**src/hw/rtl/bcbr_pkg.sv**
```systemverilog
package bcbr_pkg;

   localparam int BUF_BYTES = 4096;
   localparam int ADDR_W    = $clog2(BUF_BYTES);
   localparam int POS_W     = ADDR_W + 1;
   localparam int MAX_BITS  = 32;
   localparam int NB_W      = 6;
   localparam int BYTE_W    = 8;

   // request opcodes as they arrive on the port
   localparam logic [2:0] OP_LOAD  = 3'd0;
   localparam logic [2:0] OP_START = 3'd1;
   localparam logic [2:0] OP_RAW   = 3'd2;
   localparam logic [2:0] OP_BLOCK = 3'd3;
   localparam logic [2:0] OP_ZEROS = 3'd4;

   typedef enum logic [2:0] {
      KIND_NOP,
      KIND_LOAD,
      KIND_START,
      KIND_READ,
      KIND_ZEROS
   } kind_type;

   typedef enum logic [1:0] {
      STAT_OK    = 2'd0,
      STAT_END   = 2'd1,
      STAT_FAULT = 2'd2
   } status_type;

   typedef enum logic [1:0] {
      ST_IDLE,
      ST_FETCH,
      ST_STEP,
      ST_RESP
   } state_type;

   typedef struct packed {
      kind_type            kind;
      logic [ADDR_W-1:0]   idx;
      logic [BYTE_W-1:0]   val;
      logic [POS_W-1:0]    len;
      logic [NB_W-1:0]     nbits;
      logic [NB_W-1:0]     bsize;
      logic                end_ok;
   } cmd_type;

   typedef struct packed {
      logic                wr_en;
      logic [ADDR_W-1:0]   addr;
      logic [BYTE_W-1:0]   wr_data;
   } ram_req_type;

   function automatic logic [MAX_BITS-1:0] low_mask(input logic [NB_W-1:0] n);
      logic [MAX_BITS-1:0] m;
      if (n >= NB_W'(MAX_BITS)) begin
         m = '1;
      end else begin
         m = (MAX_BITS'(1) << n) - MAX_BITS'(1);
      end
      return m;
   endfunction

   function automatic logic [BYTE_W-1:0] low_mask8(input logic [3:0] n);
      logic [BYTE_W-1:0] m;
      if (n >= 4'd8) begin
         m = '1;
      end else begin
         m = (BYTE_W'(1) << n) - BYTE_W'(1);
      end
      return m;
   endfunction

endpackage

```
**src/hw/rtl/bcbr_queue.sv**
```systemverilog
module bcbr_queue (
   input  logic              clock,
   input  logic              reset,
   input  logic              push,
   input  bcbr_pkg::cmd_type cmd_in,
   output logic              full,
   input  logic              pop,
   output logic              empty,
   output bcbr_pkg::cmd_type cmd_out
);
   import bcbr_pkg::*;

   cmd_type    entry_ff [2];
   logic       wr_ptr_ff, wr_ptr_in;
   logic       rd_ptr_ff, rd_ptr_in;
   logic [1:0] count_ff, count_in;

   // advance pointers and fill count
   always_comb begin
      wr_ptr_in = wr_ptr_ff ^ push;
      rd_ptr_in = rd_ptr_ff ^ pop;
      count_in  = count_ff + 2'(push) - 2'(pop);
   end

   always_ff @(posedge clock) begin
      if (reset) begin
         wr_ptr_ff <= 1'b0;
         rd_ptr_ff <= 1'b0;
         count_ff  <= '0;
      end else begin
         wr_ptr_ff <= wr_ptr_in;
         rd_ptr_ff <= rd_ptr_in;
         count_ff  <= count_in;
      end
   end

   // hold queued transactions
   always_ff @(posedge clock) begin
      if (push) begin
         entry_ff[wr_ptr_ff] <= cmd_in;
      end
   end

   assign full    = (count_ff == 2'd2);
   assign empty   = (count_ff == 2'd0);
   assign cmd_out = entry_ff[rd_ptr_ff];

endmodule

```
**config.mk**
```make
export PLATFORM = sky130hd
export DESIGN_NAME = bcbr_queue
export DESIGN_NICKNAME = d
export VERILOG_FILES = /design/src/hw/rtl/bcbr_pkg.sv /design/src/hw/rtl/bcbr_queue.sv
export SDC_FILE = /design/constraint.sdc
export NUM_CORES = 1
export LEC_CHECK = 0
export BUFFER_PORTS_ARGS = -buffer_cell sky130_fd_sc_hd__buf_2
export CAP_MARGIN = 20
export CORE_ASPECT_RATIO = 1.5
export CORE_MARGIN = 4
export CORE_UTILIZATION = 49
export CTS_CLUSTER_SIZE = 30
export DETAILED_ROUTE_END_ITERATION = 12
export PLACE_DENSITY_LB_ADDON = 0.05
export SLEW_MARGIN = 20
export SYNTH_ARGS = -nofsm -noshare
export SYNTH_HDL_FRONTEND = slang
export SYNTH_SLANG_ARGS = --single-unit
```
**constraint.sdc**
```tcl
create_clock -name clock -period 3.75 [get_ports clock]
set_input_delay 0.1875 -clock clock [delete_from_list [all_inputs] [get_ports clock]]
set_output_delay 0.1875 -clock clock [all_outputs]
set_load 0.005 [all_outputs]
```
### Word-level counts from Yosys, hierarchy flattened

Memory sizes are Yosys's and may differ from the RTL's. A register that Yosys moved wholly into a read port is not among the register bits.
Index checks and enable logic that the tools add are counted.

* $add $sub $neg: 2
* eq/ne operators: 1
* multiplexer cells: 3
* bitwise gates (word level): 2
* reductions and logical operators: 1

Operators by type and width (count)
* 1-bit 2-to-1 mux: 3
* 2-bit by 1-bit adder with 2-bit output: 1
* 2-bit == test (second input constant): 1
* 2-bit zero test: 1
* 2-bit by 1-bit subtractor with 2-bit output: 1
* 1-bit bitwise XOR: 2

* flip-flop bits (word level): 4
* memory bits (writable): 98
* input bits: 53
* output and inout bits: 51
* word-level logic and storage cells: 13
* memories kept: 1

Memory list
* entry_ff: words 2, bits a word 49, rd ports 1, clocked after memory_dff 1, wr ports 1, line bcbr_queue.sv:13 `cmd_type entry_ff [2];`

### Logic depth before layout (Yosys ltp)

Gate-level depths: netlist of the first run.

* depth in word-level cells: 2
* depth in mapped cells: 6
* mapped depth without buffers: 6

### Least setup slack after synthesis of the first run

No wires, ideal clock.

* path kind: register -> register
* start point: register wr_ptr_ff
* end point: memory entry_ff[0][0] in the netlist's numbering (enable)
* library setup time: 0.412 ns
* arrival: 1.551 ns
* required time: 3.338 ns
* path slack: 1.788 ns
* stages on the path, launching flop included: 3
* buffers on the path: 0
* clock period less this slack: 1.962 ns
* cell sequence: dfxtp_1 > inv_1 > ha_1

RTL lines
* start: declaration: line bcbr_queue.sv:14 `logic wr_ptr_ff, wr_ptr_in;`
* start signal: assignment: line bcbr_queue.sv:31 `wr_ptr_ff <= wr_ptr_in;`
* end: declaration: line bcbr_queue.sv:13

No word-level cell before the write port.

==> results of run 1 <==
==> Yosys cell counts <==
library cell,instances
ha_1,4
xnor2_1,1
edfxtp_1,98
buf_12,5
nor2b_1,2
buf_6,1
nor2_1,4
mux2_4,49
xnor3_1,1
inv_1,3
dfxtp_1,4
==> per-layer routing <==
layer,GRT usage [%],routed length [microns],up-vias
met1,16.1,2360,899
met2,22.4,3230,66
li1,-,-,889
met4,6.55,136,0
met3,4.50,505,10
met5,0,0,-
==> sequential cells by signal, summed over array words and instances, names as in the netlist <==
register,count
count_ff,2
wr_ptr_ff,1
rd_ptr_ff,1
entry_ff,98
==> worst max path at each step <==
stage | cells past startpoint | from | end
after floorplan | 2 | wr_ptr_ff | entry_ff[0][0]
after global routing | 2 | rd_ptr_ff | cmd_out[45]
after global placement | 3 | wr_ptr_ff | entry_ff[0][31]
final | 2 | rd_ptr_ff | cmd_out[31]
after detailed placement | 3 | push | entry_ff[1][39]
after CTS | 2 | rd_ptr_ff | cmd_out[46]
==> logic make-up (layout without fill, tap and decap cells) <==
group,after synthesis,count (layout),synth area share (%)
buffers and inverters,9,124,3.07
multiplexers,49,49,18.4
AND/OR/NAND/NOR,6,6,0.690
flip-flops,102,102,75.8
adder cells (fa/ha/maj),4,4,1.25
XOR/XNOR,2,2,0.784
==> power breakdown <==
part           switching (mW)  internal [mW]
sequential             0.0474           1.33
combinational           0.104          0.177
clock                   0.352          0.486
==> layout make-up <==
class	count	area, sq um	share of cell area [%]
Sequential cell	102	3030	62.6
Multi-Input combinational cell	61	860	17.8
Timing Repair Buffer	105	531	11.0
Clock buffer	15	268	5.54
Tap cell	105	131	2.72
Inverter	3	11.3	0.233
Clock inverter	1	5.00	0.104
==> through the flow <==
stage                     cell area [sq um]  hold WS [ps]  worst slack (ps)  util [%]
final                                  4830          39.6              1730      60.7
after floorplan                        3990           259              1790         -
after CTS                              4830          28.3              1700      60.7
after detailed placement               4560           379              1990      57.3
after global routing                   4830          24.6              1640      60.7
after global placement                 4550           375              1820      57.2
==> impl_results.md, run 1 <==
- Crit path buffers/inverters: 1
- Netlist cell types: 11
- Clock transition at the registers of the reported paths: 60 ps
- Tcrit/Tclk final: 53.9%
- Least-Margin Pin Slew: 953 ps
- Max-slew violation count: 0
- Path depth of the worst reg2reg path: 2
- Critical Path Slowest Stage Cell: dfxtp_4
- Routed length per instance: 15.9 microns
- Initial DRC count: 95
- Startpoint type of the worst setup path: flop
- Slew Limit Headroom: 36.5%
- Worst Hold Depth: 1
- Die height: 119 microns
- TritonCTS Sinks: 102
- Commonest non-fill, non-tap cell in the layout: buf_2
- Drt pass-1 iters: 4
- Via Count: 1864
- Residual DRC: 0
- Global-route wire length before repair: 9.74 mm
- Max rail drop VDD: 0.357 mV
- Fin Clk Skew: 4.30 ps
- Run status: complete, no violations
- Total Routed Length: 6.24 mm
- Post-Syn Area per Cell: 23.2 sq um
- Post-CTS Setup Inserts: 0
- Critical Path AT: 1830 ps
- PostCTS Resize Cnt: 0
- Root Driver: clkbuf_16
- CP max FO: 50
- Top Ports: 104
- Layout cells sized above 1: 58.9%
- Kind of critical path: reg2out
- Synth top area cells: edfxtp_1 74%, mux2_4 18%, buf_12 2.5%
- RSZ-0062 raised after global routing: false
- FP Rows: 40
- Initial antenna violation count: 0
- Post-cts hold buffer count: 0
- Pwr Density: 517 nW/um^2
- Highest clock rate: 0.495 GHz
- Placed Instances: 376
- Global-route usage over all layers: 13.7%
- Hold endpoint: entry_ff[1][7]
- Most frequent cells in the layout: 103 x buf_2, 98 x edfxtp_1, 49 x mux2_4
- ANT nets after route: 0
- Critical Path, Cell by Cell: mux2_4 > buf_2
- Hold WC Path Type: in2reg
- CTS Buf Count: 9
- Reg-to-Reg Start: wr_ptr_ff
- Max Cap Viol: 0
- Synthesis-to-finish area growth: 21.1%
- CP peak stage delay: 960 ps
- Fin crit period: 2020 ps
- Pin count of the biggest net entering global routing: 51
- Sequential area share after synthesis: 75.8%
- Syn_nets: 229
- Cell family with most CP delay: flip-flops
- Starting Density: 50.1%
- GPL Wtd Cong: 0.682
- Mapped cell area: 3990 sq um
- Worst r2r dst: entry_ff[1][9]
- Critical Path End Type: primary output
- Skew-Pair Late Insertion Delay: 330 ps
- Synth area leader: edfxtp_1
- Synthesized instance count: 172
- Final nets: 339
- ANT cells: 0
- Min-delay src: cmd_in[7]
- Congestion Overflow GR: 0
- Synth top area share: 73.8%
- CTS H-tree lvls: 3
- R2R setup slack: 2040 ps
- Setup TNS Final: 0 ps
- Vias in the first global route: 1950
- Via density: 4.76
- Fill count: 608
- #FFs+latches synth: 102
- HPWL Detailed: 4.10 mm
- CTS tree: built
- Longest Clk Path Bufs: 2
- Final Non-Filler Cells: 392
- Critical path required time: 3560 ps
- Total power draw: 2.50 mW
- Horiz. Die Dim: 81.7 microns
- Core box area: 7960 sq um
- Port Buf Inserts: 103
- Leak Pwr: 1.94 nW
- Die ar.: 9680 sq um
- Final-report setup violation count: 0
- Ys Warns: 0
- Count of final hold-check violations: 0
No activity file was read; power rests on OpenSTA's default activity.
==> run 2: changes to the inputs <==
==> constraint.sdc (replaced) <==
create_clock -name clock -period 2 [get_ports clock]
set_input_delay 0.1 -clock clock [delete_from_list [all_inputs] [get_ports clock]]
set_output_delay 0.1 -clock clock [all_outputs]
set_load 0.005 [all_outputs]
==> impl_results.md, run 2 (synthesized netlist as in run 1, its figures left out) <==
- Global-route usage over all layers: 14.9%
- Initial DRC count: 100
- GPL Wtd Cong: 0.717
- Synthesis-to-finish area growth: 37.0%
- Final nets: 393
- Critical Path End Type: primary output
- Critical path required time: 1900 ps
- CTS tree: built
- Kind of critical path: reg2out
- Root Driver: clkbuf_16
- RSZ-0062 raised after global routing: false
- Crit path buffers/inverters: 2
- Count of final hold-check violations: 0
- Global-route wire length before repair: 10.7 mm
- Pin count of the biggest net entering global routing: 32
- Skew-Pair Late Insertion Delay: 330 ps
- FP Rows: 40
- Starting Density: 50.1%
- Startpoint type of the worst setup path: flop
- Placed Instances: 380
- Critical Path AT: 1630 ps
- Clock transition at the registers of the reported paths: 60 ps
- Die height: 119 microns
- Setup TNS Final: 0 ps
- Critical Path Slowest Stage Cell: dfxtp_4
- CTS H-tree lvls: 3
- Hold WC Path Type: in2reg
- Fin Clk Skew: 5.21 ps
- Max-slew violation count: 0
- Fin crit period: 1730 ps
- HPWL Detailed: 4.33 mm
- Drt pass-1 iters: 4
- Initial antenna violation count: 0
- Max Cap Viol: 0
- Routed length per instance: 15.2 microns
- Most frequent cells in the layout: 103 x buf_2, 98 x edfxtp_1, 50 x dlygate4sd3_1
- Top Ports: 104
- ANT nets after route: 0
- Critical Path, Cell by Cell: buf_12 > mux2_4 > buf_2
- Run status: complete, no violations
- Highest clock rate: 0.578 GHz
- Least-Margin Pin Slew: 430 ps
- CP peak stage delay: 590 ps
- CP max FO: 19
- Die ar.: 9680 sq um
- Largest register by flop count: entry_ff
- Slew Limit Headroom: 71.3%
- TritonCTS Sinks: 102
- Horiz. Die Dim: 81.7 microns
- Final hold slack: 47.4 ps
- Vias in the first global route: 2224
- Via Count: 2075
- Port Buf Inserts: 103
- Pwr Density: 956 nW/um^2
- Core box area: 7960 sq um
- ANT cells: 0
- Via density: 4.65
- Total Routed Length: 6.76 mm
- PostCTS Resize Cnt: 0
- Residual DRC: 0
- Number of flip-flops in the largest register: 98
- Final WS setup: 270 ps
- Commonest non-fill, non-tap cell in the layout: buf_2
- Place WS: 616 ps
- Congestion Overflow GR: 0
- Max rail drop VDD: 0.822 mV
- Longest Clk Path Bufs: 2
- Post-CTS Setup Inserts: 0
- Largest registers: entry_ff: 98 flops, count_ff: 2 flops
- CTS Buf Count: 9
- Tcrit/Tclk final: 86.5%
- Fill count: 543
- Cell family with most CP delay: flip-flops
- Leak Pwr: 2.22 nW
- Final-report setup violation count: 0
- Layout cells sized above 1: 51.6%
- Final Non-Filler Cells: 446
==> run 2: path summary, 6_finish.rpt <==
| check | cells past startpoint | endpoint | start | slack (ps) |
|---|---|---|---|---|
| setup / recovery | 3 | cmd_out[32] | rd_ptr_ff | 270 |
| hold / removal | 3 | rd_ptr_ff | pop | 50 |
| setup reg to reg | 3 | entry_ff[0][7] | wr_ptr_ff | 720 |
| hold reg to reg | 3 | wr_ptr_ff | wr_ptr_ff | 580 |
==> run 2: per-stage QoR <==
stage | instance area (sq um) | power, mW | util, %
detailed placement | 4600 | 3.18 | 57.9
finish | 5470 | 5.23 | 68.7
floorplan | 3990 | 2.96 | -
global route | 5470 | 5.47 | 68.7
CTS | 5470 | 5.30 | 68.7
global placement | 4600 | 3.17 | 57.9
==> run 2: power breakdown <==
group | internal [mW] | switching, mW
Sequential | 2.49 | 0.0577
Clock | 1.35 | 0.684
Combinational | 0.402 | 0.243
Total | 4.24 | 0.984
==> run 2: layout make-up <==
| cell class | instances | area [sq um] | area share [%] |
|---|---|---|---|
| Multi-Input combinational cell | 61 | 850 | 15.5 |
| Sequential cell | 102 | 3030 | 55.4 |
| Timing Repair Buffer | 159 | 1090 | 19.9 |
| Inverter | 3 | 11.3 | 0.206 |
| Clock buffer | 10 | 229 | 4.19 |
| Clock inverter | 6 | 134 | 2.45 |
| Tap cell | 105 | 131 | 2.40 |
==> run 2: tightest hold or removal path: cells and delay by family <==
kind                      cells  cell delay, ps
buffers and inverters         1             100
xor gates and xnor gates      1              70
and+or+nand+nor               1              70
==> run 2: layer usage <==
| layer | vias to the layer above | share of wire, % | global-route usage, % |
|---|---|---|---|
| met1 | 1004 | 39 | 17.8 |
| met4 | 0 | 1.4 | 5.41 |
| met5 | - | 0 | 0 |
| met2 | 65 | 53 | 25.0 |
| li1 | 999 | - | - |
| met3 | 7 | 6.6 | 4.42 |
==> run 2: timing repair <==
| item | 4_1_cts | 5_1_grt |
|---|---|---|
| hold buffers | 50 | 0 |
| setup endpoints to repair | 0 | 0 |
| hold endpoints to repair | 102 | 0 |
