### src/hw/rtl/bcbr_pkg.sv
package bcbr_pkg;

   localparam int BUF_BYTES = 4096;
   localparam int ADDR_W    = $clog2(BUF_BYTES);
   localparam int POS_W     = ADDR_W + 1;
   localparam int MAX_BITS  = 32;
   localparam int NB_W      = 6;
   localparam int BYTE_W    = 8;

   // request opcodes as they arrive on the port
   localparam logic [2:0] OP_LOAD  = 3'd0;
   localparam logic [2:0] OP_START = 3'd1;
   localparam logic [2:0] OP_RAW   = 3'd2;
   localparam logic [2:0] OP_BLOCK = 3'd3;
   localparam logic [2:0] OP_ZEROS = 3'd4;

   typedef enum logic [2:0] {
      KIND_NOP,
      KIND_LOAD,
      KIND_START,
      KIND_READ,
      KIND_ZEROS
   } kind_type;

   typedef enum logic [1:0] {
      STAT_OK    = 2'd0,
      STAT_END   = 2'd1,
      STAT_FAULT = 2'd2
   } status_type;

   typedef enum logic [1:0] {
      ST_IDLE,
      ST_FETCH,
      ST_STEP,
      ST_RESP
   } state_type;

   typedef struct packed {
      kind_type            kind;
      logic [ADDR_W-1:0]   idx;
      logic [BYTE_W-1:0]   val;
      logic [POS_W-1:0]    len;
      logic [NB_W-1:0]     nbits;
      logic [NB_W-1:0]     bsize;
      logic                end_ok;
   } cmd_type;

   typedef struct packed {
      logic                wr_en;
      logic [ADDR_W-1:0]   addr;
      logic [BYTE_W-1:0]   wr_data;
   } ram_req_type;

   function automatic logic [MAX_BITS-1:0] low_mask(input logic [NB_W-1:0] n);
      logic [MAX_BITS-1:0] m;
      if (n >= NB_W'(MAX_BITS)) begin
         m = '1;
      end else begin
         m = (MAX_BITS'(1) << n) - MAX_BITS'(1);
      end
      return m;
   endfunction

   function automatic logic [BYTE_W-1:0] low_mask8(input logic [3:0] n);
      logic [BYTE_W-1:0] m;
      if (n >= 4'd8) begin
         m = '1;
      end else begin
         m = (BYTE_W'(1) << n) - BYTE_W'(1);
      end
      return m;
   endfunction

endpackage

### src/hw/rtl/bcbr_front.sv
module bcbr_front (
   input  logic                                req_valid,
   input  logic [2:0]                          req_op,
   input  logic [bcbr_pkg::ADDR_W-1:0]         req_byte_index,
   input  logic [bcbr_pkg::BYTE_W-1:0]         req_byte_value,
   input  logic [bcbr_pkg::POS_W-1:0]          req_length,
   input  logic [bcbr_pkg::NB_W-1:0]           req_num_bits,
   input  logic [bcbr_pkg::NB_W-1:0]           req_block_size,
   input  logic                                req_end_ok,
   input  logic                                q_full,
   output logic                                q_push,
   output bcbr_pkg::cmd_type                   q_cmd
);
   import bcbr_pkg::*;

   logic [NB_W-1:0] nb;
   logic [NB_W-1:0] bs;

   // clamp widths and pick the first block width
   always_comb begin
      nb = (req_num_bits > NB_W'(MAX_BITS)) ? NB_W'(MAX_BITS) : req_num_bits;
      if (req_block_size == '0 || req_block_size > nb || nb < NB_W'(3)) begin
         bs = nb;
      end else begin
         bs = req_block_size;
      end
   end

   // classify the transaction
   always_comb begin
      q_cmd.idx    = req_byte_index;
      q_cmd.val    = req_byte_value;
      q_cmd.len    = (req_length > POS_W'(BUF_BYTES)) ? POS_W'(BUF_BYTES) : req_length;
      q_cmd.nbits  = nb;
      q_cmd.bsize  = bs;
      q_cmd.end_ok = req_end_ok;
      unique case (req_op)
         OP_LOAD:  q_cmd.kind = KIND_LOAD;
         OP_START: q_cmd.kind = KIND_START;
         OP_RAW: begin
            q_cmd.kind  = (nb == '0) ? KIND_NOP : KIND_READ;
            q_cmd.bsize = nb;
         end
         OP_BLOCK: q_cmd.kind = (nb == '0) ? KIND_NOP : KIND_READ;
         OP_ZEROS: q_cmd.kind = KIND_ZEROS;
         default:  q_cmd.kind = KIND_NOP;
      endcase
   end

   assign q_push = req_valid && !q_full;

endmodule

### config.mk
export PLATFORM = sky130hd
export DESIGN_NAME = bcbr_front
export DESIGN_NICKNAME = d
export VERILOG_FILES = /design/src/hw/rtl/bcbr_pkg.sv /design/src/hw/rtl/bcbr_front.sv
export SDC_FILE = /design/constraint.sdc
export NUM_CORES = 1
export LEC_CHECK = 0
export BUFFER_PORTS_ARGS = -buffer_cell sky130_fd_sc_hd__buf_2
export CAP_MARGIN = 20
export CORE_ASPECT_RATIO = 0.8
export CORE_MARGIN = 10
export CORE_UTILIZATION = 27
export DETAILED_ROUTE_END_ITERATION = 7
export PLACE_DENSITY = 0.79
export RECOVER_POWER = 100
export SETUP_SLACK_MARGIN = 0.2
export SLEW_MARGIN = 20
export SYNTH_ARGS = -nofsm -noshare
export SYNTH_HDL_FRONTEND = slang
export SYNTH_SLANG_ARGS = --single-unit
### constraint.sdc
create_clock -name vclk -period 1.48
set_clock_uncertainty 0.05 [all_clocks]
set_input_delay 0.074 -clock vclk [all_inputs]
set_output_delay 0.074 -clock vclk [all_outputs]
set_load 0.05 [all_outputs]
== Word-level counts from Yosys, hierarchy flattened ==
Cells that the tools add are included.
W data, S select, Z words.
Operators by class
  reductions and logical operators: 8
  order comparisons: 4
  equality and inequality tests: 4
  mux-type cells: 6
Operators with widths (count)
  $mux W6: 3
  $gt A13 B13 Y1 const B: 1
  $mux W13: 1
  $logic_not A6 Y1: 2
  $pmux W3 S4: 1
  $eq A3 B2 Y1 const B: 2
  $gt A6 B6 Y1: 1
  $gt A6 B6 Y1 const B: 1
  $lt A6 B2 Y1 const B: 1
  $eq A3 B1 Y1 const B: 1
  $eq A3 B3 Y1 const B: 1
  $logic_not A3 Y1: 1
  $logic_or A1 B1 Y1: 2
  $mux W2: 1
  $reduce_or A2 Y1: 1
  $logic_and A1 B1 Y1: 1
  $logic_not A1 Y1: 1
Storage, ports and cells
  output and inout bits: 50
  bits in registers: 0

== Longest topological paths before layout ==
Gate-level depths: netlist of the first run.
  depth in word-level cells: 7
  mapped depth: 7

== Least setup slack after synthesis of the first run ==
Ideal clock, no wire load.
  kind: input -> output
  start: input req_num_bits[5] (netlist name)
  end: output q_cmd[1] (netlist name)
  path slack: -0.295 ns
  arrival: 1.651 ns
  stages: 7
  cells stage by stage: and2b_2 -> ha_1 -> inv_1 -> a21oi_1 -> o221ai_1 -> a21oi_4 -> mux2_4
RTL lines
  start: declaration: RTL line bcbr_front.sv:7  | input logic [bcbr_pkg::NB_W-1:0] req_num_bits,
  end: declaration: RTL line bcbr_front.sv:12  | output bcbr_pkg::cmd_type q_cmd

==> results of run 1 <==
layout make-up:
class / count / share of cell area
multi-input cells: 50 / 0.493
repair buffers: 79 / 0.443
inverters: 8 / 0.0369
well taps: 25 / 0.0271
cell usage in the layout, fill, tap and decap left out:
master,synthesis,routed
buf_4,21,15
buf_8,0,4
a31oi_4,0,1
a21oi_4,1,1
nor4_4,0,1
buf_12,0,1
a22oi_1,1,1
nor2_1,2,2
mux2_4,6,6
nor4_1,1,1
clkinv_8,0,1
buf_2,0,29
and2b_4,0,1
o21a_1,1,1
inv_2,0,1
nand2_4,0,3
ha_4,0,6
nor2b_1,13,13
nand4_1,1,1
nand2_1,7,4
o221ai_4,0,1
inv_1,8,6
nor3b_2,0,1
o31ai_2,1,1
clkbuf_1,2,22
or2_1,1,1
buf_6,0,8
a21boi_2,0,1
a21oi_2,0,3
routing by layer:
layer	part of all wire	up-vias	routed length (um)	GRT usage
li1	-	361	-	-
met4	0.037	0	99	0.0326
met5	0	-	0	0
met2	0.49	59	1300	0.188
met3	0.14	14	386	0.0635
met1	0.33	316	890	0.0948
critical path, stage by stage:
cell and delay, ns:
buf_12 0.11, clkinv_8 0.06, nand2_1 0.11, ha_4 0.30, nand2_1 0.05, or2_1 0.26, a21oi_4 0.19, buf_6 0.13
mux2_4 0.30, buf_8 0.15
how the worst min path moves through the flow:
stage                 to
3_5_place_dp   q_cmd[27]
3_3_place_gp   q_cmd[27]
6_report       q_cmd[26]
4_1_cts        q_cmd[27]
5_1_grt        q_cmd[42]
2_1_floorplan  q_cmd[48]
synthesized netlist by cell type:
library cell / instances
and2b_2: 1
o31ai_2: 1
o21a_1: 1
mux2_4: 6
nor4_2: 1
or2_1: 1
dlygate4sd3_1: 1
nor2b_1: 13
a22oi_1: 1
o221ai_1: 1
clkbuf_1: 2
a31oi_1: 1
a21oi_1: 3
nor3b_1: 1
a21boi_0: 1
nor4_1: 1
buf_4: 21
nand4_1: 1
ha_1: 6
a21oi_4: 1
nand2_1: 7
inv_1: 8
nor2_1: 2
per-stage QoR:
step	std cells	worst slack, ns
finish	162	-0.377
global route	162	-0.441
CTS	160	-0.394
detailed placement	157	-0.537
global placement	157	-0.445
floorplan	82	-0.205
timing repair:
| action | 4_1_cts | 5_1_grt |
|---|---|---|
| gates resized for setup | 33 | 17 |
| hold buffers | 0 | 0 |
| buffers inserted | 3 | 2 |
| endpoints found under the setup margin | 8 | 8 |
| pin swaps | 6 | 6 |
report_power, final:
group	internal (mW)	total, mW	leakage (nW)	switching (mW)
sequential	0	0	0	0
clock	0	0	0	0
combinational	0.260	0.624	0.543	0.363
logic make-up (layout without fill, tap and decap cells):
kind of cell / after synthesis / after routing
adder cells (fa/ha/maj): 6 / 6
multiplexers: 6 / 6
AND/OR/NAND/NOR: 28 / 28
AO/OA/AOI/OAI: 10 / 10
buffers and inverters: 32 / 87
==> key figures, run 1 <==
Run status
  • Status: complete, but fails checks
  • Failing checks: negative setup slack

Global route
  • Pin count of the biggest net entering global routing: 14
  • Congestion Overflow GR: 0
  • GR Util All Layers: 0.105
  • Antenna violations before repair: 0
  • Vias in the first global route: between 800 and 900
  • First-pass GRT wire length: between 4000 and 5000 um

Layout
  • Number of clock buffers in the layout: 0
  • Final Instance Area: about 0.0012 mm^2
  • Layout cells sized above 1: 0.620
  • FF/Latch Area: 0 um^2
  • Ant diodes: 0
  • Final net count: 196
  • Multi-input gate area: about 570 um^2
  • Area grow syn2layout: 87.8%
  • Finished Core Util: 0.534
  • Seq cells: 0
  • Layout fillers: roughly 190

Logic synthesis
  • YS warnings: 0
  • Sequential area share after synthesis: 0
  • Synth top area cells: buf_4 26%, mux2_4 15%, nor2b_1 13%
  • Netlist cell types: 23
  • Synth Area in Adders: 0.122
  • Post-Synth XOR/XNOR Area: 0
  • Syn Inst Count: approximately 80
  • Yosys top cell by area: buf_4
  • Avg Cell Area, Syn: 7.49 um^2
  • Top-area cell type share of the netlist area: 0.257
  • Post-Synth Simple-Gate Area: 0.265
  • Post-synthesis mux area share: 0.147
  • Largest family of logic cells by synthesized area: buffers and inverters
  • Syn Nets: 139
  • Mapped Area: ~610 um^2
  • Post-synthesis compound-gate area fraction: 0.132

Critical path
  • Critical path endpoint: q_cmd[6]
  • Critical path origin: req_num_bits[5]
  • Worst Path Max Fanout: 5
  • Worst Path Required: 1.36 ns
  • WP data arrival: between 1.5 and 2 ns
  • Crit. End Element: output port
  • CP Class: in -> out
  • Type of origin of the critical path: input port

Placement
  • GP Congestion: roughly 0.8
  • DP Area: slightly above 900 um^2
  • Hpwl dp: around 2300 um
  • Number of I/O port buffers: between 50 and 60

Route
  • Avg Vias per Cell: about 4.6
  • Initial DRC count: 7
  • WL final: 2680 um
  • Post-route antenna net violation count: 0
  • Pre-antenna DRT Iters: 2
  • WL per Instance: 16.5 um
  • Via count: 750
  • DRC viols: 0

Power
  • Power per cell area: between 500 and 600 mW/mm^2
  • Peak VDD IR: 0.366 mV
  • P_leak: about 0.54 nW
  • Tot Pwr: roughly 0.62 mW

STA
  • Tightest Pin Transition: 0.638 ns
  • RSZ-0062 raised after global routing: true
  • Fin. max-slew vios: 0
  • Final hold slack: between 0.09 and 0.1 ns
  • Fin Setup TNS: -2.24 ns
  • Worst slew margin: 0.577
  • Final Setup Violations: 6
  • Setup ws final: -0.377 ns
  • Fin crit share: 1.25
  • Final min period: 1.86 ns
  • Final number of hold-violating endpoints: 0
  • Fmax: approximately 540 MHz

Die
  • Initial core utilization: 0.285
  • Die area: 0.00460 mm^2
  • Core area: 0.00216 mm^2
  • # IOs: between 100 and 150
  • Site Rows: 15
  • Die width: between 70 and 80 um
  • Vert. Die Dim: around 63 um

Hold path
  • Min-delay src: req_byte_value[0]
  • Min-Delay Path Depth: 0
  • Worst hold path type: in -> out

Flow run
  • Max Cap Viol: 0
(Power assumes the default switching activity.)
==> inputs of run 2 (changes only) <==
- ABC_AREA: unset -> 0
- CORE_MARGIN: 10 -> unset
- RECOVER_POWER: 100 -> 25
==> run 2 against run 1 <==
The flow still finishes with violations (negative setup slack). Die area shrank 46%. Final cell count up 3.7%. Via count up 2.4%. Sequential share of layout area stayed put. Worst hold slack unchanged. Global-route usage increased by 8.3 points. Worst setup slack improved by 0.010 ns. First-iteration DRC count is 14% lower. Combinational power is 3% higher. Final area grew 8.5%. Wire length shrank 12%. Critical path depth rose by 1. Largest power group unchanged.
==> key figures, run 2 (synthesized netlist as in run 1, its figures left out) <==
Run status
  • Status: complete, but fails checks
  • Failing checks: negative setup slack

Critical path
  • Worst Path Required: 1.36 ns
  • Crit path max-delay family: buffers and inverters
  • Cell depth of the worst setup path: 11
  • Worst path cell trace: buf_8 > clkinv_8 > nand2_4 > ha_4 > nand4_1 > buf_4 > o221ai_4 > a21oi_4 > buf_6 > mux2_4 > buf_8
  • Slowest stage delay, CP: 0.30 ns
  • Worst-path cell with the longest stage delay: mux2_4
  • CP Class: in -> out
  • CP bufs+invs: 5
  • Type of origin of the critical path: input port
  • Crit-path most repeated cell: buf_8
  • Crit. End Element: output port
  • Worst Path Max Fanout: 5
  • WP data arrival: 1.72 ns

STA
  • Worst slew margin: 0.747
  • Final min period: 1.85 ns
  • Fmax: 541 MHz
  • Final Setup Violations: 6
  • Final hold slack: 0.0980 ns
  • Setup ws final: -0.367 ns
  • Fin. max-slew vios: 0
  • Fin crit share: 1.25
  • Tightest Pin Transition: around 0.38 ns
  • Final number of hold-violating endpoints: 0
  • RSZ-0062 raised after global routing: true

Layout
  • Finished Layout Cells: 168
  • FF/Latch Area: 0 um^2
  • Most frequent cells in the layout: 48 x buf_2, 20 x buf_4, 15 x buf_6
  • Finished Core Util: 0.580
  • Layout cells sized above 1: 0.797
  • Multi-input gate area: 588 um^2
  • Ant diodes: 0
  • Number of clock buffers in the layout: 0
  • Seq cells: 0
  • Final Instance Area: roughly 0.0013 mm^2
  • Area grow syn2layout: 104%
  • Final net count: approximately 200
  • Layout fillers: roughly 180
  • Commonest non-fill, non-tap cell in the layout: buf_2

Hold path
  • Min-Delay Path Depth: 0
  • Worst hold path type: in -> out

Placement
  • GP Congestion: approximately 0.84
  • Post-Place Cells: 160
  • DP Area: ~930 um^2
  • Hpwl dp: about 1700 um
  • Number of I/O port buffers: slightly below 60
  • Placement Setup Slack: -0.573 ns

Route
  • DRC viols: 0
  • WL per Instance: approximately 14 um
  • Pre-antenna DRT Iters: 2
  • WL final: approximately 2400 um
  • Post-route antenna net violation count: 0
  • Initial DRC count: 6
  • Avg Vias per Cell: 4.57
  • Via count: 768

Die
  • Core area: 0.00216 mm^2
  • Site Rows: 15
  • # IOs: just over 100
  • Die area: ~0.0025 mm^2
  • Vert. Die Dim: 44.7 um
  • Die width: ~55 um
  • Initial core utilization: 0.285

Global route
  • Pin count of the biggest net entering global routing: 14
  • Congestion Overflow GR: 0
  • GR Util All Layers: 0.188
  • First-pass GRT wire length: 3670 um
  • Antenna violations before repair: 0
  • Vias in the first global route: 859

Flow run
  • Max Cap Viol: 0

Clocking
  • Hold_buf cts: 0

Power
  • P_leak: 0.650 nW
  • Power per cell area: ~500 mW/mm^2
  • Peak VDD IR: between 0.3 and 0.4 mV
[run 2: path summary, 6_finish.rpt]
path                              start   endpoint
worst max-delay path    req_num_bits[5]   q_cmd[4]
worst min-delay path  req_byte_value[0]  q_cmd[26]
[run 2: power breakdown]
| part | leakage [nW] | total, mW | internal, mW | switching, mW |
|---|---|---|---|---|
| clock network | 0 | 0 | 0 | 0 |
| registers | 0 | 0 | 0 | 0 |
| logic | 0.650 | 0.640 | 0.275 | 0.365 |
| total | 0.650 | 0.640 | 0.275 | 0.365 |
[run 2: final cells by class]
cell class | count | share of cell area
Inverter | 8 | 0.0340
Multi-Input combinational cell | 50 | 0.470
Tap cell | 25 | 0.0250
Timing Repair Buffer | 85 | 0.471
[run 2: metal layers]
metal | track usage | share of wire | vias up
met5 | 0 | 0 | -
met1 | 0.157 | 0.33 | 342
met4 | 0.0850 | 0.031 | 0
met3 | 0.0263 | 0.060 | 10
li1 | - | - | 371
met2 | 0.436 | 0.58 | 45
[run 2: through the flow]
step | TNS (ns) | power (mW)
6_report | -2.17 | 0.640
5_1_grt | -2.46 | 0.671
4_1_cts | -2.23 | 0.612
3_5_place_dp | -3.39 | 0.491
3_3_place_gp | -2.67 | 0.480
2_1_floorplan | -1.23 | 0.493
[run 2: timing repair]
| item | 4_1_cts | 5_1_grt |
|---|---|---|
| pin swaps | 7 | 5 |
| buffers inserted | 7 | 1 |
| gates cloned | 0 | 0 |
| endpoints found under the setup margin | 8 | 8 |
| resized for setup | 49 | 6 |
==> inputs of run 3 (changes only) <==
- SETUP_SLACK_MARGIN: 0.2 -> 0.1
- SKIP_LAST_GASP: unset -> 1
- TNS_END_PERCENT: unset -> 20
==> run 3 against run 2 <==
The run still ends with negative setup slack left. Fmax fell by 1.8%. Power shrank 3.2%. Flip-flop and latch count did not move. Global-route usage shrank 2.1 points. Final area shrank 8.2%. Combinational power fell by 3.1%. Final cell count shrank 2.4%. Sequential share of layout area stayed put. Clock-buffer cell count stayed put. Wire length down 8.2%. First-iteration DRC count shrank 100%. Critical path type unchanged.
==> key figures, run 3 (synthesized netlist as in run 1, its figures left out) <==
Run status
  • Status: complete, but fails checks
  • Failing checks: negative setup slack

Global route
  • Antenna violations before repair: 0
  • First-pass GRT wire length: about 3300 um
  • Congestion Overflow GR: 0
  • GR Util All Layers: 0.166
  • Pin count of the biggest net entering global routing: 14
  • Vias in the first global route: just under 800

Layout
  • Finished Layout Cells: 164
  • Layout cells sized above 1: 0.763
  • Most frequent cells in the layout: 52 x buf_2, 19 x buf_4, 13 x nor2b_1
  • Number of clock buffers in the layout: 0
  • Final net count: between 150 and 200
  • Area grow syn2layout: 87.0%
  • Seq cells: 0
  • Commonest non-fill, non-tap cell in the layout: buf_2
  • Final Instance Area: ~0.0011 mm^2
  • Ant diodes: 0
  • FF/Latch Area: 0 um^2
  • Finished Core Util: 0.532

Critical path
  • Worst Path Required: between 1 and 1.5 ns
  • WP data arrival: around 1.8 ns
  • Worst path cell trace: buf_8 > clkinv_8 > nand2_4 > ha_4 > nand4_1 > buf_4 > o221ai_4 > a21oi_4 > buf_6 > mux2_4 > buf_8
  • CP bufs+invs: 5
  • Crit-path most repeated cell: buf_8
  • Crit path max-delay family: buffers and inverters
  • Crit. End Element: output port
  • Worst Path Max Fanout: 5
  • Slowest stage delay, CP: 0.30 ns
  • CP Class: in -> out
  • Worst-path cell with the longest stage delay: mux2_4
  • Type of origin of the critical path: input port

Route
  • WL per Instance: 13.2 um
  • Pre-antenna DRT Iters: 1
  • WL final: about 2200 um
  • Post-route antenna net violation count: 0
  • DRC viols: 0
  • Initial DRC count: 0
  • Avg Vias per Cell: 4.71
  • Via count: just under 800

Hold path
  • Worst hold path type: in -> out

Power
  • Int Pwr: between 0.2 and 0.3 mW
  • Power per cell area: ~540 mW/mm^2
  • Sw frac: 0.576
  • P_leak: approximately 0.62 nW
  • NetSw: approximately 0.36 mW
  • Comb pwr share: 1.000
  • Sequential share of power: 0
  • Clock Power Share: 0
  • Tot Pwr: 0.620 mW
  • Peak VDD IR: about 0.35 mV

Placement
  • Hpwl dp: 1670 um
  • DP Area: roughly 920 um^2
  • Number of I/O port buffers: 59
  • Post-Place Cells: 160
  • GP Congestion: roughly 0.84
  • Placement Setup Slack: -0.600 ns

STA
  • Fin crit share: 1.27
  • Worst slew margin: 0.760
  • Fin Setup TNS: -2.32 ns
  • Final number of hold-violating endpoints: 0
  • Setup ws final: -0.401 ns
  • Final Setup Violations: 6
  • Final min period: between 1.5 and 2 ns
  • Tightest Pin Transition: 0.357 ns
  • Final hold slack: 0.0980 ns
  • Fmax: about 530 MHz
  • Fin. max-slew vios: 0
  • RSZ-0062 raised after global routing: true

Die
  • # IOs: between 100 and 150
  • Vert. Die Dim: 44.7 um
  • Die area: about 0.0025 mm^2
  • Die width: around 55 um
  • Initial core utilization: 0.285
  • Site Rows: 15
  • Core area: ~0.0022 mm^2

Flow run
  • Max Cap Viol: 0

Clocking
  • Hold_buf cts: 0
## run 3: metal layers
metal / up-vias / track usage / share of wire
met1: 353 / 0.155 / 0.33
li1: 363 / - / -
met5: - / 0 / 0
met4: 0 / 0.0450 / 0.026
met2: 48 / 0.386 / 0.59
met3: 8 / 0.0146 / 0.061
## run 3: timing repair
item,in CTS,in global routing
cloned,0,0
pin swaps,6,4
resized for setup,36,4
endpoints found under the setup margin,6,8
buffers inserted,4,0
## run 3: area by class of cell
| type | instances | area (um^2) |
|---|---|---|
| Timing Repair Buffer | 81 | 531 |
| Inverter | 8 | 42.5 |
| Multi-Input combinational cell | 50 | 544 |
| Tap cell | 25 | 31.3 |
| Fill cell | 181 | 1010 |
## run 3: power by group through the flow
stage | clock network, mW | registers [mW] | logic [mW]
after floorplan | 0 | 0 | 0.493
after global placement | 0 | 0 | 0.480
final | 0 | 0 | 0.620
after detailed placement | 0 | 0 | 0.490
after global routing | 0 | 0 | 0.648
after CTS | 0 | 0 | 0.599
## run 3: path summary, 6_finish.rpt
check / from / end / slack (ns) / cells past startpoint
hold / removal: req_byte_value[0] / q_cmd[26] / 0.1 / 0
setup / recovery: req_num_bits[5] / q_cmd[5] / -0.40 / 11
