## src/hw/rtl/bcbr_pkg.sv

```systemverilog
package bcbr_pkg;

   localparam int BUF_BYTES = 4096;
   localparam int ADDR_W    = $clog2(BUF_BYTES);
   localparam int POS_W     = ADDR_W + 1;
   localparam int MAX_BITS  = 32;
   localparam int NB_W      = 6;
   localparam int BYTE_W    = 8;

   // request opcodes as they arrive on the port
   localparam logic [2:0] OP_LOAD  = 3'd0;
   localparam logic [2:0] OP_START = 3'd1;
   localparam logic [2:0] OP_RAW   = 3'd2;
   localparam logic [2:0] OP_BLOCK = 3'd3;
   localparam logic [2:0] OP_ZEROS = 3'd4;

   typedef enum logic [2:0] {
      KIND_NOP,
      KIND_LOAD,
      KIND_START,
      KIND_READ,
      KIND_ZEROS
   } kind_type;

   typedef enum logic [1:0] {
      STAT_OK    = 2'd0,
      STAT_END   = 2'd1,
      STAT_FAULT = 2'd2
   } status_type;

   typedef enum logic [1:0] {
      ST_IDLE,
      ST_FETCH,
      ST_STEP,
      ST_RESP
   } state_type;

   typedef struct packed {
      kind_type            kind;
      logic [ADDR_W-1:0]   idx;
      logic [BYTE_W-1:0]   val;
      logic [POS_W-1:0]    len;
      logic [NB_W-1:0]     nbits;
      logic [NB_W-1:0]     bsize;
      logic                end_ok;
   } cmd_type;

   typedef struct packed {
      logic                wr_en;
      logic [ADDR_W-1:0]   addr;
      logic [BYTE_W-1:0]   wr_data;
   } ram_req_type;

   function automatic logic [MAX_BITS-1:0] low_mask(input logic [NB_W-1:0] n);
      logic [MAX_BITS-1:0] m;
      if (n >= NB_W'(MAX_BITS)) begin
         m = '1;
      end else begin
         m = (MAX_BITS'(1) << n) - MAX_BITS'(1);
      end
      return m;
   endfunction

   function automatic logic [BYTE_W-1:0] low_mask8(input logic [3:0] n);
      logic [BYTE_W-1:0] m;
      if (n >= 4'd8) begin
         m = '1;
      end else begin
         m = (BYTE_W'(1) << n) - BYTE_W'(1);
      end
      return m;
   endfunction

endpackage

```

## src/hw/rtl/bcbr_exec.sv

```systemverilog
module bcbr_exec (
   input  logic                          clock,
   input  logic                          reset,
   input  logic                          q_empty,
   input  bcbr_pkg::cmd_type             q_cmd,
   output logic                          q_pop,
   output bcbr_pkg::ram_req_type         ram_req,
   input  logic [bcbr_pkg::BYTE_W-1:0]   ram_rd_data,
   output logic                          rsp_valid,
   input  logic                          rsp_stall,
   output logic [bcbr_pkg::MAX_BITS-1:0] rsp_value_out,
   output logic [1:0]                    rsp_status
);
   import bcbr_pkg::*;

   state_type             state_ff, state_in;
   cmd_type               cmd_ff, cmd_in;
   logic [POS_W-1:0]      read_pos_ff, read_pos_in;
   logic [POS_W-1:0]      end_pos_ff, end_pos_in;
   logic [3:0]            left_ff, left_in;
   logic [MAX_BITS-1:0]   res_ff, res_in;
   logic [NB_W-1:0]       wpos_ff, wpos_in;
   logic [NB_W-1:0]       blk_rem_ff, blk_rem_in;
   logic [NB_W-1:0]       bs_ff, bs_in;
   logic [2:0]            blocks_ff, blocks_in;
   logic                  marker_ff, marker_in;
   status_type            fin_stat_ff, fin_stat_in;
   logic                  rsp_valid_ff, rsp_valid_in;
   logic [MAX_BITS-1:0]   rsp_value_ff, rsp_value_in;
   status_type            rsp_status_ff, rsp_status_in;

   logic                  at_end;
   logic                  out_free;
   logic [NB_W-1:0]       need;
   logic                  partial;
   logic [3:0]            take;
   logic [BYTE_W-1:0]     chunk;
   logic [NB_W-1:0]       wpos_step;
   logic [NB_W-1:0]       blk_rem_step;
   logic [NB_W-1:0]       rem_step;
   logic [NB_W-1:0]       rem_now;
   logic [BYTE_W-1:0]     zbits;
   logic                  zfound;
   logic [3:0]            zpos;
   logic                  step_done;
   status_type            end_stat;

   // decode one step of the cursor against the fetched byte
   always_comb begin
      at_end   = (read_pos_ff >= end_pos_ff);
      out_free = !rsp_valid_ff || !rsp_stall;
      end_stat = cmd_ff.end_ok ? STAT_END : STAT_FAULT;
      need     = marker_ff ? NB_W'(1) : blk_rem_ff;
      partial  = (NB_W'(left_ff) > need);
      take     = partial ? need[3:0] : left_ff;
      if (partial) begin
         chunk = (ram_rd_data >> (left_ff - need[3:0])) & low_mask8(need[3:0]);
      end else begin
         chunk = ram_rd_data & low_mask8(left_ff);
      end
      wpos_step    = wpos_ff + NB_W'(take);
      blk_rem_step = blk_rem_ff - NB_W'(take);
      rem_step     = cmd_ff.nbits - wpos_step;
      rem_now      = cmd_ff.nbits - wpos_ff;
      // find the first one bit among the unread bits
      zbits  = ram_rd_data & low_mask8(left_ff);
      zfound = 1'b0;
      zpos   = '0;
      for (int i = 0; i < BYTE_W; i++) begin
         if (zbits[i]) begin
            zfound = 1'b1;
            zpos   = 4'(i);
         end
      end
      step_done = 1'b0;
      if (cmd_ff.kind == KIND_ZEROS) begin
         step_done = zfound;
      end else if (marker_ff) begin
         step_done = !chunk[0];
      end else begin
         step_done = (blk_rem_step == '0) && (rem_step == '0);
      end
   end

   // next state
   always_comb begin
      state_in = state_ff;
      unique case (state_ff)
         ST_IDLE: begin
            if (!q_empty) begin
               state_in = (q_cmd.kind == KIND_READ || q_cmd.kind == KIND_ZEROS) ?
                          ST_FETCH : ST_RESP;
            end
         end
         ST_FETCH: state_in = at_end ? ST_RESP : ST_STEP;
         ST_STEP:  state_in = step_done ? ST_RESP : ST_FETCH;
         ST_RESP:  state_in = out_free ? ST_IDLE : ST_RESP;
         default:  state_in = ST_IDLE;
      endcase
   end

   // datapath and outputs
   always_comb begin
      cmd_in        = cmd_ff;
      read_pos_in   = read_pos_ff;
      end_pos_in    = end_pos_ff;
      left_in       = left_ff;
      res_in        = res_ff;
      wpos_in       = wpos_ff;
      blk_rem_in    = blk_rem_ff;
      bs_in         = bs_ff;
      blocks_in     = blocks_ff;
      marker_in     = marker_ff;
      fin_stat_in   = fin_stat_ff;
      q_pop         = 1'b0;
      ram_req.wr_en   = 1'b0;
      ram_req.addr    = read_pos_ff[ADDR_W-1:0];
      ram_req.wr_data = q_cmd.val;
      rsp_value_in  = rsp_value_ff;
      rsp_status_in = rsp_status_ff;
      rsp_valid_in  = rsp_valid_ff && rsp_stall;

      unique case (state_ff)
         ST_IDLE: begin
            if (!q_empty) begin
               q_pop       = 1'b1;
               cmd_in      = q_cmd;
               res_in      = '0;
               wpos_in     = '0;
               bs_in       = q_cmd.bsize;
               blk_rem_in  = q_cmd.bsize;
               blocks_in   = '0;
               marker_in   = 1'b0;
               fin_stat_in = STAT_OK;
               if (q_cmd.kind == KIND_LOAD) begin
                  ram_req.wr_en = 1'b1;
                  ram_req.addr  = q_cmd.idx;
               end
               if (q_cmd.kind == KIND_START) begin
                  end_pos_in  = q_cmd.len;
                  read_pos_in = '0;
                  left_in     = 4'd8;
               end
            end
         end
         ST_FETCH: begin
            if (at_end) begin
               res_in      = '0;
               fin_stat_in = end_stat;
            end
         end
         ST_STEP: begin
            if (cmd_ff.kind == KIND_ZEROS) begin
               if (zfound) begin
                  res_in  = res_ff + MAX_BITS'(left_ff) - MAX_BITS'(zpos) - MAX_BITS'(1);
                  left_in = zpos;
                  if (zpos == '0) begin
                     read_pos_in = read_pos_ff + POS_W'(1);
                     left_in     = 4'd8;
                  end
               end else begin
                  res_in      = res_ff + MAX_BITS'(left_ff);
                  read_pos_in = read_pos_ff + POS_W'(1);
                  left_in     = 4'd8;
               end
            end else begin
               // consume bits from the current byte
               if (partial) begin
                  left_in = left_ff - take;
               end else begin
                  read_pos_in = read_pos_ff + POS_W'(1);
                  left_in     = 4'd8;
               end
               if (!marker_ff) begin
                  res_in     = res_ff | (MAX_BITS'(chunk) << wpos_ff[4:0]);
                  wpos_in    = wpos_step;
                  blk_rem_in = blk_rem_step;
                  if (blk_rem_step == '0 && rem_step != '0) begin
                     marker_in = 1'b1;
                  end
               end else if (!chunk[0]) begin
                  // stop marker: extend the last block's top bit
                  if (res_ff[5'(wpos_ff - NB_W'(1))]) begin
                     res_in = res_ff | (low_mask(cmd_ff.nbits) & ~low_mask(wpos_ff));
                  end
               end else begin
                  // continue marker: pick the next block width
                  blocks_in = blocks_ff + 3'd1;
                  if (blocks_ff + 3'd1 >= 3'd4) begin
                     bs_in = cmd_ff.nbits;
                  end else if (bs_ff > NB_W'(2)) begin
                     bs_in = bs_ff >> 1;
                  end
                  blk_rem_in = (bs_in > rem_now) ? rem_now : bs_in;
                  marker_in  = 1'b0;
               end
            end
         end
         ST_RESP: begin
            if (out_free) begin
               rsp_valid_in  = 1'b1;
               rsp_value_in  = res_ff;
               rsp_status_in = fin_stat_ff;
            end
         end
         default: begin
            rsp_valid_in = rsp_valid_ff && rsp_stall;
         end
      endcase
   end

   always_ff @(posedge clock) begin
      if (reset) begin
         state_ff     <= ST_IDLE;
         read_pos_ff  <= '0;
         end_pos_ff   <= '0;
         left_ff      <= 4'd8;
         rsp_valid_ff <= 1'b0;
      end else begin
         state_ff     <= state_in;
         read_pos_ff  <= read_pos_in;
         end_pos_ff   <= end_pos_in;
         left_ff      <= left_in;
         rsp_valid_ff <= rsp_valid_in;
      end
   end

   // hold working payload
   always_ff @(posedge clock) begin
      cmd_ff        <= cmd_in;
      res_ff        <= res_in;
      wpos_ff       <= wpos_in;
      blk_rem_ff    <= blk_rem_in;
      bs_ff         <= bs_in;
      blocks_ff     <= blocks_in;
      marker_ff     <= marker_in;
      fin_stat_ff   <= fin_stat_in;
      rsp_value_ff  <= rsp_value_in;
      rsp_status_ff <= rsp_status_in;
   end

   assign rsp_valid     = rsp_valid_ff;
   assign rsp_value_out = rsp_value_ff;
   assign rsp_status    = rsp_status_ff;

endmodule

```

## config.mk

```make
export PLATFORM = sky130hd
export DESIGN_NAME = bcbr_exec
export DESIGN_NICKNAME = d
export VERILOG_FILES = /design/src/hw/rtl/bcbr_pkg.sv /design/src/hw/rtl/bcbr_exec.sv
export SDC_FILE = /design/constraint.sdc
export NUM_CORES = 1
export LEC_CHECK = 0
export BUFFER_PORTS_ARGS = -buffer_cell sky130_fd_sc_hd__clkbuf_2
export CORE_ASPECT_RATIO = 1.25
export CORE_MARGIN = 3
export CORE_UTILIZATION = 52
export CTS_CLUSTER_SIZE = 10
export DETAILED_ROUTE_END_ITERATION = 10
export GPL_TIMING_DRIVEN = 0
export PLACE_DENSITY = 0.75
export REMOVE_ABC_BUFFERS = 1
export SLEW_MARGIN = 20
export SYNTH_ARGS = -nofsm -noshare
export SYNTH_HDL_FRONTEND = slang
export SYNTH_SLANG_ARGS = --single-unit
```

## constraint.sdc

```tcl
create_clock -name clock -period 4.8 [get_ports clock]
set_input_delay 0.96 -clock clock [delete_from_list [all_inputs] [get_ports clock]]
set_output_delay 0.96 -clock clock [all_outputs]
set_load 0.1 [all_outputs]
```

# [Yosys cells after proc, flatten, opt, wreduce, memory -nomap -nowiden]
# Index checks and enable logic that the tools add are counted.
[totals] reg_bits=133 in_bits=61 word_cells=212
[classes] add_sub_neg=16 n_lt_le_gt_ge=10 eq_ne=20 shift=6 n_mux=108 bitwise=8 reduce_logical=27
[op_table] operator="2-to-1 mux 32 bit" n=19
[op_table] operator="2-to-1 mux 13 bit" n=9
[op_table] operator="2-to-1 mux 6 bit" n=18
[op_table] operator="one-hot mux 32 bit (3 select lines)" n=1
[op_table] operator="bitwise OR 32 bit" n=2
[op_table] operator="left shift 1 x 6 -> 32 bit, first input constant" n=2
[op_table] operator="subtractor 32 x 2 -> 32 bit, second input constant" n=2
[op_table] operator="2-to-1 mux 4 bit" n=13
[op_table] operator="2-to-1 mux 8 bit" n=5
[op_table] operator="one-hot mux 6 bit (2 select lines)" n=3
[op_table] operator="adder 32 x 4 -> 32 bit" n=1
[op_table] operator="AND 32 bit" n=1
[op_table] operator="NOT 32 bit" n=1
[op_table] operator="left shift 8 x 5 -> 32 bit" n=1
[op_table] operator="subtractor 32 x 1 -> 32 bit, second input constant" n=1
[op_table] operator="subtractor 32 x 4 -> 32 bit" n=1
[op_table] operator="one-hot mux 13 bit (2 select lines)" n=1
[op_table] operator="AND 8 bit" n=3
[op_table] operator="2-to-1 mux 1 bit" n=22
[op_table] operator="left shift 1 x 4 -> 8 bit, first input constant" n=2
[op_table] operator="subtractor 8 x 2 -> 8 bit, second input constant" n=2
[op_table] operator="AND reduction 5 bit" n=3
[op_table] operator="2-to-1 mux 2 bit" n=7
[op_table] operator="!= test 2 bit, second input constant" n=7
[op_table] operator="43 further kinds" n=68

# [Longest topological paths before layout]
[logic_depth] ltp_word=19 depth_mapped=24 ltp_nobuf=22

# [Worst setup path after synthesis]
# No wires, ideal clock.
[synth_timing] path_type="input -> output" start="input port q_empty" end="output port ram_req[11] (netlist name)" t_arrival_ns=6.223 required_time_ns=3.840 path_slack_ns=-2.383 stages=6 cell_sequence="nor3_1 > nand3_1 > inv_1 > clkbuf_1 > nand2_1 > nand2_1"
[synth_lines] element="start: declaration" line_no="bcbr_exec.sv:4" source="input logic q_empty,"
[synth_lines] element="end: declaration" line_no="bcbr_exec.sv:7" source="output bcbr_pkg::ram_req_type ram_req,"

# [Worst setup path after layout]
[layout_timing] start="register marker_ff" end="register state_ff[1]"
[layout_between] word_cells_on_any_way=23 cone_classes="add/sub: 5; order compare: 2; shift: 2; mux: 9; bitwise: 1; reduce/logical: 4"
[layout_lines] element="start: declaration" line_no="bcbr_exec.sv:26" source="logic marker_ff, marker_in;"
[layout_lines] element="start signal: assignment" line_no="bcbr_exec.sv:236" source="marker_ff <= marker_in;"
[layout_lines] element="2-to-1 mux 6 bit *" line_no="bcbr_exec.sv:53" source="need = marker_ff ? NB_W'(1) : blk_rem_ff;"
[layout_lines] element="> comparator 4 x 6 -> 1 bit" line_no="bcbr_exec.sv:54" source="partial = (NB_W'(left_ff) > need);"
[layout_lines] element="2-to-1 mux 4 bit *" line_no="bcbr_exec.sv:55" source="take = partial ? need[3:0] : left_ff;"
[layout_lines] element="adder 6 x 4 -> 6 bit *" line_no="bcbr_exec.sv:61" source="wpos_step = wpos_ff + NB_W'(take);"
[layout_lines] element="named net wpos_step[1]" line_no="bcbr_exec.sv:38" source="logic [NB_W-1:0] wpos_step;"
[layout_lines] element="subtractor 6 bit *" line_no="bcbr_exec.sv:63" source="rem_step = cmd_ff.nbits - wpos_step;"
[layout_lines] element="logical NOT 6 bit *" line_no="bcbr_exec.sv:81" source="step_done = (blk_rem_step == '0) && (rem_step == '0);"
[layout_lines] element="logical AND 1 bit *" line_no="bcbr_exec.sv:81"
[layout_lines] element="2-to-1 mux 1 bit *" line_no="bcbr_exec.sv:78" source="end else if (marker_ff) begin"
[layout_lines] element="2-to-1 mux 1 bit *" line_no="bcbr_exec.sv:76" source="if (cmd_ff.kind == KIND_ZEROS) begin"
[layout_lines] element="2-to-1 mux 2 bit *" line_no="bcbr_exec.sv:96" source="ST_STEP: state_in = step_done ? ST_RESP : ST_FETCH;"
[layout_lines] element="one-hot mux 2 bit (4 select lines) *" line_no="bcbr_exec.sv:88" source="unique case (state_ff)"
[layout_lines] element="end signal: assignment" line_no="bcbr_exec.sv:220" source="state_ff <= state_in;"
[layout_lines] element="end: declaration" line_no="bcbr_exec.sv:16" source="state_type state_ff, state_in;"
# Mark *: on every way through the listed nets, which the timed path passes. The rest lies on a longest branch. The select of a mux whose other input is x is not followed.
# A chain may end at the register's enable or synchronous reset.

==> impl_metrics.env <==
export IMPL_antenna_cells=0
export IMPL_power_mw=7.22
export IMPL_layout_nets=1671
export IMPL_vias=12526
export IMPL_hold_viol_final=0
export IMPL_synthFlopType="edfxtp_1"
export IMPL_powerDensity_nw_per_um2=508
export IMPL_detail_route_antenna_nets=0
export IMPL_grt_pass1_wl_mm=65.1
export IMPL_syn_cell_area_sq_um=12600
export IMPL_r2r_cells=22
export IMPL_ff2ff_setup_slack_ns=-0.02
export IMPL_drive_gt1_share_pct=17.5
export IMPL_grt_setup_unrepaired="yes"
export IMPL_maxSlewHeadroom_pct=35.4
export IMPL_p_sw_mw=3.51
export IMPL_area_growth_pct=12.7
export IMPL_antenna_found_initial=0
export IMPL_grt_pass1_vias=11741
export IMPL_swShare_pct=48.6
export IMPL_routed_wl_mm=41.8
export IMPL_layout_setup_ws_ns=-0.0202
export IMPL_hp_start="fin_stat_ff[1]"
export IMPL_wl_per_cell_um=22.3
export IMPL_root_buffer="clkbuf_16"
export IMPL_fin_util_pct=59.6
export IMPL_rows=63
export IMPL_p_leak_nw=5.50
export IMPL_pwr_share_clk_pct=17.4
export IMPL_hold_end="rsp_status[1]"
export IMPL_synth_cells=1478
export IMPL_initialDrtViolationCount=1653
export IMPL_n_fill_cell=2153
export IMPL_die_y_um=180
export IMPL_slew_violations=0
export IMPL_die_area_sq_um=26100
export IMPL_cts_path_max_buffers=2
export IMPL_power_frac_comb_pct=56.5
export IMPL_min_path_type="flop to flop"
export IMPL_cts_sinks=133
export IMPL_reg2reg_to="state_ff[1]"
export IMPL_syn_area_per_cell_sq_um=8.52
export IMPL_setup_viol=2
export IMPL_tns_ns=-0.0248
export IMPL_internal_power_mw=3.71
export IMPL_synthArstFlopShare_pct=0
export IMPL_synth_top_cell_by_area="edfxtp_1"
export IMPL_ys_seq_area_share_pct=29.1
export IMPL_cp_max_fo=3
export IMPL_cp_end_kind="flop"
export IMPL_multiInputGateArea_sq_um=8430
export IMPL_maxCapViolCount=0
export IMPL_crit_required_ns=5.18
export IMPL_pin_count=118
export IMPL_startpoint_type="flop"
export IMPL_gp_congestion=0.959
export IMPL_start_util_pct=52.9
export IMPL_status="finished, violations left"
export IMPL_synth_cell_types=102
export IMPL_grt_start_max_net_pins=33
export IMPL_r2r_start="marker_ff"
export IMPL_drc=0
export IMPL_track_usage_pct=30.9
export IMPL_ff_latch_area_sq_um=3680
export IMPL_dp_slack_ns=-1.45
export IMPL_ir_drop_uv=278
export IMPL_synth_edf_count=100
export IMPL_final_setup_skew_ns=0.0101
export IMPL_vias_per_cell=6.67
export IMPL_die_w_um=145
export IMPL_cts_made_buffers=17
export IMPL_whs_ns=0.431
export IMPL_gr_total_overflow=0
export IMPL_htreeDepth=4
export IMPL_yosysWarnings=0
export IMPL_hold_buffers=0
export IMPL_io_buffers=101
export IMPL_cts_tree="done"
export IMPL_violations="negative setup slack"
export IMPL_clock_latency_ns=0.45
export IMPL_dr_pass1_iters=7
export IMPL_coreArea_sq_um=23800
export IMPL_cp_arrival_ns=5.20
export IMPL_min_period_over_period_pct=100
export IMPL_startpoint="marker_ff"
export IMPL_synth_area_top_cells="edfxtp_1 24%, ha_1 6.4%, dfxtp_1 5.2%, nand2_1 4.5%, nor2_1 4.4%"
export IMPL_fmax_ghz=0.207
export IMPL_seqPwrFrac_pct=26.1
export IMPL_min_period_ns=4.82
export IMPL_hold_depth=0
export IMPL_dpl_hpwl_mm=29.8
export IMPL_synth_top_area_share_pct=23.8
export IMPL_clkSlewWorstSetupHoldPaths_ns=0.07
export IMPL_worst_pin_slew_ns=0.966
export IMPL_ys_ff_latch=133
export IMPL_crit_type="flop to flop"
[sequential cells by signal, indices dropped and copies added (netlist names)]
register and count:
rsp_status 2, read_pos_ff 13, end_pos_ff 13, wpos_ff 6
left_ff 4, cmd_ff 10, rsp_value_out 32, bs_ff 6
marker_ff 1, fin_stat_ff 2, rsp_valid 1, blk_rem_ff 6
res_ff 32, blocks_ff 3, state_ff 2
[cell usage in the layout, fill, tap and decap left out, types with 12 or more instances in the layout]
cell,netlist,final
o211ai_1,16,16
o31ai_1,17,16
a21o_1,27,27
nand2_1,150,150
nand3_1,46,46
nor3_1,41,39
inv_1,60,57
mux4_2,15,15
buf_4,12,29
ha_1,64,61
nor4_1,14,13
a311oi_1,13,12
nand4_1,23,23
a31oi_1,20,19
xnor2_1,52,52
xor2_1,40,40
o21ai_0,82,79
clkbuf_16,0,17
a211oi_1,28,28
nor2_1,147,145
mux2i_1,40,40
a21oi_1,70,67
and3_1,22,22
edfxtp_1,100,100
dfxtp_1,33,29
nand2b_1,18,17
clkbuf_2,0,102
[cell usage after synthesis (all sizes together), types with 10 or more instances]
cell type	count
a2111oi	16
a211oi	30
a21o	27
a21oi	71
a221oi	11
a311oi	13
a31oi	20
and2	11
and3	22
buf	32
clkbuf	66
dfxtp	33
edfxtp	100
ha	64
inv	60
mux2	11
mux2i	40
mux4	15
nand2	151
nand2b	19
nand3	48
nand4	24
nor2	148
nor2b	10
nor3	43
nor3b	11
nor4	16
o2111ai	11
o211ai	17
o21ai	85
o31ai	17
xnor2	53
xor2	40
[power groups by stage]
stage          clock network (mW)  logic [mW]  registers [mW]
2_1_floorplan                   0        2.61            1.94
3_3_place_gp                    0        3.58            1.96
3_5_place_dp                    0        3.68            1.97
4_1_cts                      1.26        3.89            1.89
5_1_grt                      1.31        4.38            1.91
6_report                     1.25        4.08            1.88
[area by class of cell]
class / instances / share of cell area [%]
tap: 325 / 2.86
inverter: 63 / 1.73
clock inverter: 14 / 0.767
multi-input combinational: 1185 / 59.4
sequential: 133 / 25.9
timing repair buffer: 139 / 6.33
clock buffer: 18 / 3.03
[critical path, cell delays in order (launching register included)]
cell	delay [ns]
edfxtp_1	0.44
buf_4	0.17
nor2_1	0.05
inv_1	0.08
ha_2	0.17
inv_1	0.05
fa_1	0.44
a21o_1	0.25
a21oi_4	0.25
nor2_4	0.06
o21ai_1	0.32
ha_1	0.26
fa_1	0.41
inv_1	0.10
ha_1	0.26
a21o_1	0.20
a21o_1	0.18
a21o_1	0.19
nor2_1	0.12
a2bb2oi_2	0.09
nor3_2	0.28
o221ai_1	0.18
a21oi_1	0.17
[logic make-up (layout without fill, tap and decap cells)]
| group | after synthesis | after routing | share of synthesized area [%] |
|---|---|---|---|
| AO/OA/AOI/OAI | 411 | 411 | 23.3 |
| XOR/XNOR | 94 | 94 | 6.71 |
| adder cells (fa/ha/maj) | 71 | 71 | 7.47 |
| buffers and inverters | 161 | 234 | 5.36 |
| flip-flops | 133 | 133 | 29.1 |
| multiplexers | 66 | 66 | 6.84 |
| AND/OR/NAND/NOR | 542 | 543 | 21.2 |
[worst max path at each step]
| stage | endpoint | slack (ns) | cells after the start |
|---|---|---|---|
| global route | state_ff[1] | -0.16 | 22 |
| floorplan | ram_req[8] | -3.22 | 4 |
| global placement | state_ff[1] | -1.80 | 19 |
| finish | state_ff[1] | -0.02 | 22 |
| detailed placement | state_ff[1] | -1.45 | 19 |
| CTS | state_ff[1] | -0.05 | 22 |
[timing repair]
action | in CTS | in global routing
gates resized for setup | 27 | 14
pin swaps | 4 | 2
hold endpoints to repair | 0 | 0
endpoints found under the setup margin | 92 | 26
setup buffers | 20 | 12
cloned | 0 | 1
[metrics by stage]
step | instance area, sq um | instances
2_1_floorplan | 12200 | 1380
3_3_place_gp | 13100 | 1806
3_5_place_dp | 13200 | 1812
4_1_cts | 14000 | 1864
5_1_grt | 14200 | 1877
6_report | 14200 | 1877
[routing by layer]
layer / GRT usage, % / up-vias / share of wire, %
met4: 17.3 / 0 / 6.2
met1: 38.2 / 5919 / 38
met5: 0 / - / 0
met3: 4.35 / 153 / 7.9
li1: - / 5699 / -
met2: 51.9 / 755 / 48
(Power assumes the default switching activity.)
